===== config.mk =====
export PLATFORM = sky130hd
export DESIGN_NAME = tcpg_paint
export DESIGN_NICKNAME = d
export VERILOG_FILES = /design/src/design/tcpg_pkg.sv /design/src/design/tcpg_paint.sv
export SDC_FILE = /design/constraint.sdc
export NUM_CORES = 1
export LEC_CHECK = 0
export ABC_AREA = 1
export BUFFER_PORTS_ARGS = -buffer_cell sky130_fd_sc_hd__buf_2
export CAP_MARGIN = 20
export CELL_PAD_IN_SITES_DETAIL_PLACEMENT = 0
export CELL_PAD_IN_SITES_GLOBAL_PLACEMENT = 1
export CORE_ASPECT_RATIO = 1.1
export CORE_MARGIN = 3
export CORE_UTILIZATION = 35
export DETAILED_ROUTE_END_ITERATION = 10
export PLACE_DENSITY = 0.82
export SLEW_MARGIN = 10
export SYNTH_ARGS = -nofsm -noshare
export SYNTH_HDL_FRONTEND = slang
export SYNTH_SLANG_ARGS = --single-unit

===== constraint.sdc =====
create_clock -name vclk -period 2.45
set_input_delay 0.49 -clock vclk [all_inputs]
set_output_delay 0.49 -clock vclk [all_outputs]
set_load 0.005 [all_outputs]

===== src/design/tcpg_pkg.sv =====
`default_nettype none

package tcpg_pkg;

    // Card geometry.
    localparam int CenterX   = 160;
    localparam int CenterY   = 120;
    localparam int Radius    = 110;
    localparam int Tile      = 18;
    localparam int GridLeft  = 7;
    localparam int GridRight = 313;
    localparam int GridTop   = 3;
    localparam int GridBot   = 237;

    localparam int XW = 9;
    localparam int YW = 8;
    localparam int CW = 5;
    localparam int RGBW = 24;

    localparam logic [17:0] RADIUS_SQ = 18'(Radius * Radius);

    // Offsets that move the grid origin two tiles away from zero.
    localparam logic [9:0] CX_OFFSET = 10'(2 * Tile - GridLeft);
    localparam logic [8:0] CY_OFFSET = 9'(2 * Tile - GridTop);

    // Reciprocal multipliers for the constant divisions.
    localparam logic [11:0] RECIP_18 = 12'd3641;   // 2^16 / 18, rounded up
    localparam logic [11:0] RECIP_25 = 12'd2622;   // 2^16 / 25, rounded up
    localparam logic [9:0]  RECIP_3  = 10'd683;    // 2^11 / 3, rounded up

    // Horizontal grid row boundaries: GridTop + n * Tile.
    localparam logic [7:0] ROW_1  = 8'(GridTop + 1 * Tile);
    localparam logic [7:0] ROW_2  = 8'(GridTop + 2 * Tile);
    localparam logic [7:0] ROW_3  = 8'(GridTop + 3 * Tile);
    localparam logic [7:0] ROW_4  = 8'(GridTop + 4 * Tile);
    localparam logic [7:0] ROW_5  = 8'(GridTop + 5 * Tile);
    localparam logic [7:0] ROW_6  = 8'(GridTop + 6 * Tile);
    localparam logic [7:0] ROW_7  = 8'(GridTop + 7 * Tile);
    localparam logic [7:0] ROW_8  = 8'(GridTop + 8 * Tile);
    localparam logic [7:0] ROW_10 = 8'(GridTop + 10 * Tile);
    localparam logic [7:0] ROW_11 = 8'(GridTop + 11 * Tile);

    // Palette indexes.
    localparam logic [4:0] COLOR_BLACK    = 5'd0;
    localparam logic [4:0] COLOR_DARK1    = 5'd1;
    localparam logic [4:0] COLOR_DARK2    = 5'd2;
    localparam logic [4:0] COLOR_BG       = 5'd3;
    localparam logic [4:0] COLOR_DARK3    = 5'd4;
    localparam logic [4:0] COLOR_LITE     = 5'd5;
    localparam logic [4:0] COLOR_WHITE    = 5'd6;
    localparam logic [4:0] COLOR_YELLOW   = 5'd7;
    localparam logic [4:0] COLOR_CYAN     = 5'd8;
    localparam logic [4:0] COLOR_GREEN    = 5'd9;
    localparam logic [4:0] COLOR_MAGENTA  = 5'd10;
    localparam logic [4:0] COLOR_RED      = 5'd11;
    localparam logic [4:0] COLOR_BLUE     = 5'd12;
    localparam logic [4:0] COLOR_SIDEBLUE = 5'd13;
    localparam logic [4:0] COLOR_GOLD     = 5'd14;
    localparam logic [4:0] COLOR_TEAL     = 5'd15;
    localparam logic [4:0] COLOR_PINK     = 5'd16;
    localparam logic [4:0] COLOR_OLIVE    = 5'd17;
    localparam logic [4:0] COLOR_PURPLE   = 5'd18;
    localparam logic [4:0] COLOR_SPARE0   = 5'd19;
    localparam logic [4:0] COLOR_SPARE1   = 5'd20;

    // Products formed in the first stage.
    typedef struct packed {
        logic [XW-1:0] x;
        logic [YW-1:0] y;
        logic [16:0]   dx_sq;
        logic [14:0]   dy_sq;
        logic [21:0]   cx_prod;
        logic [20:0]   cy_prod;
        logic [20:0]   x25_prod;
        logic [18:0]   x3_prod;
    } meas_t;

    // Position facts used by the color selection.
    typedef struct packed {
        logic [XW-1:0] x;
        logic [YW-1:0] y;
        logic          in_circle;
        logic [4:0]    tile_col;
        logic [4:0]    tile_row;
        logic          dark;
        logic [4:0]    mod25;
        logic [1:0]    mod3;
    } geom_t;

    function automatic logic [RGBW-1:0] palette_rgb(input logic [CW-1:0] c);
        logic [RGBW-1:0] rgb;
        unique case (c)
            COLOR_BLACK:    rgb = 24'h000000;
            COLOR_DARK1:    rgb = 24'h343434;
            COLOR_DARK2:    rgb = 24'h666666;
            COLOR_BG:       rgb = 24'h777777;
            COLOR_DARK3:    rgb = 24'h999999;
            COLOR_LITE:     rgb = 24'hCCCCCC;
            COLOR_WHITE:    rgb = 24'hFFFFFF;
            COLOR_YELLOW:   rgb = 24'hCCCC00;
            COLOR_CYAN:     rgb = 24'h00CCCC;
            COLOR_GREEN:    rgb = 24'h00CC00;
            COLOR_MAGENTA:  rgb = 24'hCC00CC;
            COLOR_RED:      rgb = 24'hCC0000;
            COLOR_BLUE:     rgb = 24'h0000CC;
            COLOR_SIDEBLUE: rgb = 24'h587FE6;
            COLOR_GOLD:     rgb = 24'hA78019;
            COLOR_TEAL:     rgb = 24'h26AD80;
            COLOR_PINK:     rgb = 24'hD95280;
            COLOR_OLIVE:    rgb = 24'h80960E;
            COLOR_PURPLE:   rgb = 24'h8069F1;
            COLOR_SPARE0:   rgb = 24'h000000;
            COLOR_SPARE1:   rgb = 24'hD0D0D0;
            default:        rgb = 24'h000000;
        endcase
        return rgb;
    endfunction

endpackage

`default_nettype wire


===== src/design/tcpg_paint.sv =====
`default_nettype none

module tcpg_paint (
    input  wire tcpg_pkg::geom_t         geom,
    output logic [tcpg_pkg::CW-1:0]      color
);
    import tcpg_pkg::*;

    logic [XW-1:0] x;
    logic [YW-1:0] y;
    logic [XW-1:0] x_rel73;
    logic          border;
    logic          upper;
    logic          corner;
    logic [CW-1:0] side;
    logic          side_hit;
    logic [CW-1:0] inner;
    logic          in_xh;
    logic [4:0]    xh_col;

    function automatic logic [CW-1:0] bar_pick(
        input logic [XW-1:0] px,
        input logic [CW-1:0] c0, input logic [CW-1:0] c1, input logic [CW-1:0] c2,
        input logic [CW-1:0] c3, input logic [CW-1:0] c4, input logic [CW-1:0] c5);
        logic [CW-1:0] r;
        if (px < 9'd90)       r = c0;
        else if (px < 9'd125) r = c1;
        else if (px < 9'd160) r = c2;
        else if (px < 9'd195) r = c3;
        else if (px < 9'd230) r = c4;
        else                  r = c5;
        return r;
    endfunction

    always_comb
    begin
        x       = geom.x;
        y       = geom.y;
        x_rel73 = x - 9'd73;

        // Castellated background and the grey grid.
        border = (geom.tile_col == 5'd0) || (geom.tile_col == 5'd17) ||
                 (geom.tile_row == 5'd0) || (geom.tile_row == 5'd17);
        color  = (border || !geom.dark) ? COLOR_WHITE : COLOR_BLACK;
        if (x >= 9'(GridLeft) && x <= 9'(GridRight) &&
            y >= 8'(GridTop) && y <= 8'(GridBot))
        begin
            color = border ? COLOR_WHITE : COLOR_BG;
        end

        // Side bars outside the circle.
        upper    = (y < 8'(CenterY));
        corner   = (y <= 8'd55) || (y >= 8'd184);
        side_hit = 1'b0;
        side     = COLOR_BLACK;
        if (y >= 8'd22 && y <= 8'd217)
        begin
            if (x >= 9'd26 && x <= 9'd42)
            begin
                side_hit = !(x == 9'd42 && !corner);
                side     = upper ? COLOR_TEAL : COLOR_PINK;
            end
            else if (((x >= 9'd43 && x <= 9'd59) || (x >= 9'd260 && x <= 9'd276)) && corner)
            begin
                side_hit = 1'b1;
                side     = upper ? COLOR_SIDEBLUE : COLOR_GOLD;
            end
            else if (x >= 9'd277 && x <= 9'd293)
            begin
                side_hit = !(x == 9'd277 && !corner);
                side     = upper ? COLOR_OLIVE : COLOR_PURPLE;
            end
        end
        if (!geom.in_circle && side_hit && x >= 9'(GridLeft) && x <= 9'(GridRight))
        begin
            color = side;
        end

        // Inside the circle, layers later in this list paint over earlier ones.
        inner = COLOR_WHITE;
        if (y >= ROW_2 && y < ROW_7 &&
            ((x >= 9'd24 && x < 9'd108) || (x >= 9'd213 && x < 9'd296)))
        begin
            inner = COLOR_BLACK;
        end
        if (y >= ROW_1 && y < ROW_2 && x >= 9'd121 && x < 9'd199)
        begin
            inner = COLOR_BLACK;
        end
        if (x >= 9'd115 && x < 9'd117 && y >= ROW_2)
        begin
            inner = COLOR_BLACK;
        end
        if (y >= ROW_3 && y < ROW_4)
        begin
            inner = (geom.mod25 < 5'd12) ? COLOR_LITE : COLOR_BLACK;
        end
        if (y >= ROW_4 && y < ROW_6)
        begin
            inner = bar_pick(x, COLOR_YELLOW, COLOR_CYAN, COLOR_GREEN,
                             COLOR_MAGENTA, COLOR_RED, COLOR_BLUE);
        end
        if (y >= ROW_6)
        begin
            inner = COLOR_BLACK;
        end
        if (y >= ROW_6 && y < ROW_8)
        begin
            if (x >= 9'd73 && x < 9'd117)
                inner = x_rel73[2] ? COLOR_DARK2 : COLOR_BLACK;
            else if (x >= 9'd108 && x < 9'd152)
                inner = (geom.mod3 < 2'd2) ? COLOR_BLACK : COLOR_DARK2;
            else if (x >= 9'd143 && x < 9'd248)
                inner = COLOR_DARK2;
        end
        if (y >= ROW_8 && y < ROW_10)
        begin
            inner = bar_pick(x, COLOR_BLACK, COLOR_DARK1, COLOR_DARK2,
                             COLOR_DARK3, COLOR_LITE, COLOR_WHITE);
        end
        if (y >= ROW_10 && y < ROW_11)
        begin
            inner = (x >= 9'd108 && x < 9'd213) ? COLOR_BLACK : COLOR_WHITE;
            if (x >= 9'd115 && x < 9'd117)
                inner = COLOR_WHITE;
        end
        if (y >= ROW_11)
        begin
            inner = (x >= 9'd151 && x < 9'd169) ? COLOR_RED : COLOR_YELLOW;
        end

        // Crosshair: grid lines in white on black, white center lines.
        in_xh  = (y >= ROW_6 && y < ROW_7) ||
                 (x >= 9'd152 && x < 9'd168 && y >= ROW_5 && y < ROW_8);
        xh_col = (x >= 9'(GridLeft)) ? geom.tile_col : 5'd1;
        if (in_xh)
        begin
            inner = (xh_col == 5'd0 || xh_col == 5'd17) ? COLOR_WHITE : COLOR_BLACK;
            if (x == 9'(CenterX) || x == 9'(CenterX - 1) || y == 8'(CenterY))
                inner = COLOR_WHITE;
        end

        if (geom.in_circle)
        begin
            color = inner;
        end
    end

endmodule

`default_nettype wire


## Word-level counts from Yosys, hierarchy flattened

Cells that the tools add are included.

- Add/sub/neg operators: 1
- Multiply operators: 0
- Div/mod/pow operators: 0
- $lt $le $gt $ge: 58
- Eq/ne operators: 8
- Shifts and indexed selects: 0
- Muxes and demuxes: 49
- Bitwise gates (word level): 0
- Reductions and logical operators: 56

Operators by type and width:

| cell | count |
|---|---|
| 5-bit 2-to-1 mux | 21 |
| 9-bit by 8-bit less-than comparator with 1-bit output (second input constant) | 9 |
| 3-bit 2-to-1 mux | 16 |
| 1-bit logical AND | 37 |
| 9-bit by 7-bit greater-or-equal comparator with 1-bit output (second input constant) | 4 |
| 9-bit by 8-bit greater-or-equal comparator with 1-bit output (second input constant) | 4 |
| 9-bit by 7-bit less-than comparator with 1-bit output (second input constant) | 4 |
| 8-bit greater-or-equal comparator (second input constant) | 4 |
| 8-bit less-than comparator (second input constant) | 4 |
| 9-bit <= comparator (second input constant) | 3 |
| 8-bit by 7-bit greater-or-equal comparator with 1-bit output (second input constant) | 3 |
| 8-bit by 7-bit less-than comparator with 1-bit output (second input constant) | 3 |
| 9-bit by 8-bit equality test with 1-bit output (second input constant) | 2 |
| 9-bit by 5-bit greater-or-equal comparator with 1-bit output (second input constant) | 2 |
| 9-bit greater-or-equal comparator (second input constant) | 2 |
| 9-bit by 6-bit <= comparator with 1-bit output (second input constant) | 2 |
| 8-bit by 5-bit greater-or-equal comparator with 1-bit output (second input constant) | 2 |
| 8-bit by 6-bit greater-or-equal comparator with 1-bit output (second input constant) | 2 |
| 8-bit <= comparator (second input constant) | 2 |
| 5-bit equality test (second input constant) | 3 |
| 5-bit logical NOT | 3 |
| 2-bit 2-to-1 mux | 6 |
| 1-bit logical OR | 11 |
| 9-bit by 6-bit equality test with 1-bit output (second input constant) | 1 |
| 14 further kinds | 22 |

- Flip-flop bits (word level): 0
- Latch bits: 0
- Bits in writable memories: 0
- ROM bits: 0
- Input bits: 36
- Output and inout bits: 5
- Logic and storage cells: 172
- Memories kept: 0

## Longest topological paths before layout

- Depth in word-level cells: 19
- Depth in mapped cells: 16
- Depth with buffers taken out: 16

## Least setup slack after synthesis

OpenSTA, ideal clock, no wires.

- Kind: input to output
- Start point: input port geom[28] (netlist bit)
- End point: output port color[0] (netlist bit)
- Arrival time: 1,676 ps
- Required time: 1,960 ps
- Slack: 284 ps
- Stages on the path: 10
- Buffers on the path: 1
- Cell sequence: buf_2 nor2_2 nor2_4 a21oi_1 o21ai_2 nor3_4 nand2_1 a21oi_1 nand2_1 nand2_1

- Cells in the longest elaborated chain, start to end: 17
- Elaborated cells on any way between the ends: 95
- Classes of those cells: order compare (26); eq/ne (4); mux (36); reduce/logical (29)

RTL lines:

| what | line | source |
|---|---|---|
| from (decl) | tcpg_paint.sv:4 | `input wire tcpg_pkg::geom_t geom,` |
| 9-bit by 8-bit less-than comparator with 1-bit output / 9-bit by 7-bit greater-or-equal comparator with 1-bit output (equally long branches) | tcpg_paint.sv:30, tcpg_paint.sv:86 |  |
| 3-bit 2-to-1 mux / 1-bit logical AND (equally long branches) | tcpg_paint.sv:30, tcpg_paint.sv:86 |  |
| 3-bit 2-to-1 mux / 1-bit logical AND (equally long branches) | tcpg_paint.sv:29, tcpg_paint.sv:86 |  |
| 3-bit 2-to-1 mux / 5-bit 2-to-1 mux (equally long branches) | tcpg_paint.sv:28, tcpg_paint.sv:86 |  |
| 3-bit 2-to-1 mux / 5-bit 2-to-1 mux (equally long branches) | tcpg_paint.sv:27, tcpg_paint.sv:90 |  |
| 4-bit 2-to-1 mux / 5-bit 2-to-1 mux (equally long branches) | tcpg_paint.sv:26, tcpg_paint.sv:94 |  |
| 5-bit 2-to-1 mux | tcpg_paint.sv:98 | `if (y >= ROW_4 && y < ROW_6)` |
| 5-bit 2-to-1 mux | tcpg_paint.sv:103 | `if (y >= ROW_6)` |
| 5-bit 2-to-1 mux | tcpg_paint.sv:113 | `else if (x >= 9'd143 && x < 9'd248)` |
| 5-bit 2-to-1 mux | tcpg_paint.sv:111 | `else if (x >= 9'd108 && x < 9'd152)` |
| 5-bit 2-to-1 mux | tcpg_paint.sv:109 | `if (x >= 9'd73 && x < 9'd117)` |
| 5-bit 2-to-1 mux | tcpg_paint.sv:107 | `if (y >= ROW_6 && y < ROW_8)` |
| 5-bit 2-to-1 mux | tcpg_paint.sv:116 | `if (y >= ROW_8 && y < ROW_10)` |
| 5-bit 2-to-1 mux | tcpg_paint.sv:121 | `if (y >= ROW_10 && y < ROW_11)` |
| 5-bit 2-to-1 mux | tcpg_paint.sv:127 | `if (y >= ROW_11)` |
| 5-bit 2-to-1 mux | tcpg_paint.sv:136 | `if (in_xh)` |
| 5-bit 2-to-1 mux * | tcpg_paint.sv:143 | `if (geom.in_circle)` |
| to (decl) | tcpg_paint.sv:5 | `output logic [tcpg_pkg::CW-1:0] color` |

Every way passes the cells marked *; elsewhere a longest branch is shown, timed or not.

## Worst setup path after layout

- Start point: input port geom[32] (netlist bit)
- End point: output port color[2] (netlist bit)

- Cells in the longest elaborated chain, start to end: 19
- Elaborated cells on any way between the ends: 113
- Classes of those cells: order compare (33); eq/ne (5); mux (38); reduce/logical (37)

RTL lines:

| what | line | source |
|---|---|---|
| 9-bit by 5-bit greater-or-equal comparator with 1-bit output (tied with other cells) | tcpg_paint.sv:82 | `((x >= 9'd24 && x < 9'd108) \|\| (x >= 9'd213 && x < 9'd296)))` |
| 1-bit logical AND | tcpg_paint.sv:82 |  |
| 1-bit logical OR | tcpg_paint.sv:82 |  |
| 1-bit logical AND | tcpg_paint.sv:81 | `if (y >= ROW_2 && y < ROW_7 &&` |
| 3-bit 2-to-1 mux | tcpg_paint.sv:81 |  |
| 5-bit 2-to-1 mux | tcpg_paint.sv:86 | `if (y >= ROW_1 && y < ROW_2 && x >= 9'd121 && x < 9'd199)` |
| 5-bit 2-to-1 mux | tcpg_paint.sv:90 | `if (x >= 9'd115 && x < 9'd117 && y >= ROW_2)` |
| 5-bit 2-to-1 mux | tcpg_paint.sv:94 | `if (y >= ROW_3 && y < ROW_4)` |
| [3 not listed] | -- |  |
| 5-bit 2-to-1 mux | tcpg_paint.sv:111 |  |
| 5-bit 2-to-1 mux | tcpg_paint.sv:109 |  |
| 5-bit 2-to-1 mux | tcpg_paint.sv:107 |  |
| 5-bit 2-to-1 mux | tcpg_paint.sv:116 |  |
| 5-bit 2-to-1 mux | tcpg_paint.sv:121 |  |
| 5-bit 2-to-1 mux | tcpg_paint.sv:127 |  |
| 5-bit 2-to-1 mux | tcpg_paint.sv:136 |  |
| 5-bit 2-to-1 mux * | tcpg_paint.sv:143 |  |

Marked as above.

==> summary.txt <==
Outcome
  – Status: finished with violations
  – Failing checks: negative setup slack

Detailed routing
  – WL per Instance: between 10 and 15 microns
  – Via density per instance: about 5.3
  – Via count: 2,447
  – DR DRC count: 0
  – Total Wirelength: about 6.4 mm
  – Antenna viol nets, final: 0
  – DRT Pass-1 Iters: 5
  – Drt first-iter violations: approximately 150

Min path
  – HP Class: primary input to output port

Run
  – Max cap viols: 0

Worst setup path
  – CP startpoint kind: primary input
  – Critical Path AT: about 2.0 ns
  – Slowest CP cell: nor3_4
  – Worst Setup End Kind: output port
  – Crit path kind: primary input to output port
  – CP Cell Sequence: buf_4 > buf_4 > nand2_2 > nor2_2 > a21oi_2 > o21ai_2 > nor3_4 > nand3_2 > nand2_2 > nor2_2 > a21oi_2 > buf_2
  – CP Buf/Inv Count: 3
  – Crit path max-delay family: simple AND/OR/NAND/NOR gates
  – Max stage delay on crit path: between 0.3 and 0.4 ns
  – Critical Path RT: 1.96 ns
  – Critical Path Fanout Max: 5

Cells and area
  – Layout area overhead: 78.8%
  – Antenna cells: 0
  – Fraction of layout cells with a size suffix above 1: 0.516
  – Final #Nets: between 400 and 500
  – Finished Core Util: 0.670
  – Commonest cells after routing, fill and taps aside: 74 x nand2_1, 58 x buf_4, 36 x inv_1
  – Design area: roughly 2700 sq um
  – Commonest non-fill, non-tap cell in the layout: nand2_1
  – Non-filler instance count after layout: ~470
  – Final-layout clock buffer total: 0
  – Sequential cell area: 0 sq um
  – FF+latch count: 0

Floorplan
  – Die Y: 75.4 microns
  – Starting Density: 0.375
  – Core footprint: 4080 sq um
  – Die width: roughly 70 microns
  – DIE AREA: between 5000 and 6000 sq um
  – Row count: 24
  – Io pins: 41

Timing
  – Peak Freq: 406 MHz
  – Setup_tns: -0.0111 ns
  – Final hold slack: approximately 1.4 ns
  – Post-layout min period: roughly 2.5 ns
  – RSZ-0062 raised after global routing: true
  – Slew Limit Fails: 0
  – PnR worst setup slack: -0.0111 ns
  – Crit share post-route: 1.00
  – Worst slew pin tran: 0.362 ns
  – Slew margin rel.: 0.756
  – Final Hold Vio Count: 0
  – Final setup vio count: 1

GRT
  – Gr ovfl total: 0
  – Initial antenna violation count: 0
  – Total GRT Usage: 0.210
  – Largest net degree at the start of global routing: 10
  – Vias in the first global route: about 2,100
  – First-pass GRT wire length: slightly above 9 mm

Placed design
  – Placed Cells: between 400 and 500
  – GPL Wtd Cong: between 0.9 and 1
  – Count of port buffers added during placement: 38
  – Dpl cell area: 2110 sq um
  – DP HPWL: about 4.8 mm

Synthesis
  – Seq/Total Area, Yosys: 0
  – Syn_area_per_cell: approximately 4.7 sq um
  – Post-Syn Nets: between 300 and 400
  – Yosys cell types: 34
  – Largest cells by area after synthesis: nand2_1 24%, inv_1 10%, nand3_1 9.8%
  – YS warnings: 0
  – Post-synth top area share: 0.238
  – Synthesized instance count: 323
  – Most area-hungry cell type in the Yosys netlist: nand2_1
  – Post-Syn Area: between 1500 and 2000 sq um

Pwr
  – Leakage: about 0.0014 uW
  – PwrDens: roughly 180 nW/um^2
  – Peak VDD IR: 91.1 uV

Clock tree
  – Post-CTS Hold Buffers: 0
## cells in the mapped netlist (all sizes together)
cell and n:
nor4 1, o41ai 1, nor2 50, o21ai 26, o31ai 1, nor3 6
xor2 1, a31o 1, o22ai 1, buf 4, nand4 12, o21a 1
nand3 31, nand3b 3, a31oi 4, inv 48, a21oi 21, or2 1
o211ai 4, nand2 102, a21o 1, o21bai 1, and2 1, a21boi 1
## power breakdown
group	internal, uW	switching (uW)	total [uW]	leakage (uW)
combinational	216	290	505	0.00136
clock	0	0	0	0
sequential	0	0	0	0
## per-layer routing
metal | GRT usage | routed length [microns] | vias to the layer above
met5 | 0 | 0 | -
met4 | 0.0239 | 112 | 0
met1 | 0.264 | 2850 | 1133
li1 | - | - | 1254
met2 | 0.413 | 3280 | 50
met3 | 0.00923 | 163 | 10
## worst paths after layout
| path | from | slack (ns) | endpoint | depth (start not counted) |
|---|---|---|---|---|
| worst max-delay path | geom[32] | -0.01 | color[2] | 12 |
| worst min-delay path | geom[18] | 1.41 | color[0] | 5 |
## final cells by class
| cell class | instances | area [sq um] |
|---|---|---|
| fill | 376 | 1350 |
| multi-input combinational | 271 | 1760 |
| tap | 52 | 65.1 |
| timing repair buffer | 94 | 713 |
| inverter | 48 | 200 |
## per-stage QoR
stage	setup slack [ns]	power, uW
4_1_cts	0.00832	403
3_3_place_gp	-0.0329	373
5_1_grt	-0.136	550
3_5_place_dp	-0.0580	373
6_report	-0.0111	505
2_1_floorplan	0.284	214
## timing repair
action,4_1_cts,5_1_grt
pin swaps,9,42
setup endpoints to repair,4,5
setup buffers,5,6
gates resized for setup,32,134
## cell families after synthesis
group                  synth area share
AND/OR/NAND/NOR                   0.620
XOR/XNOR                        0.00572
AO/OA/AOI/OAI                     0.242
buffers and inverters             0.132
Power figures use the tool's default switching activity.
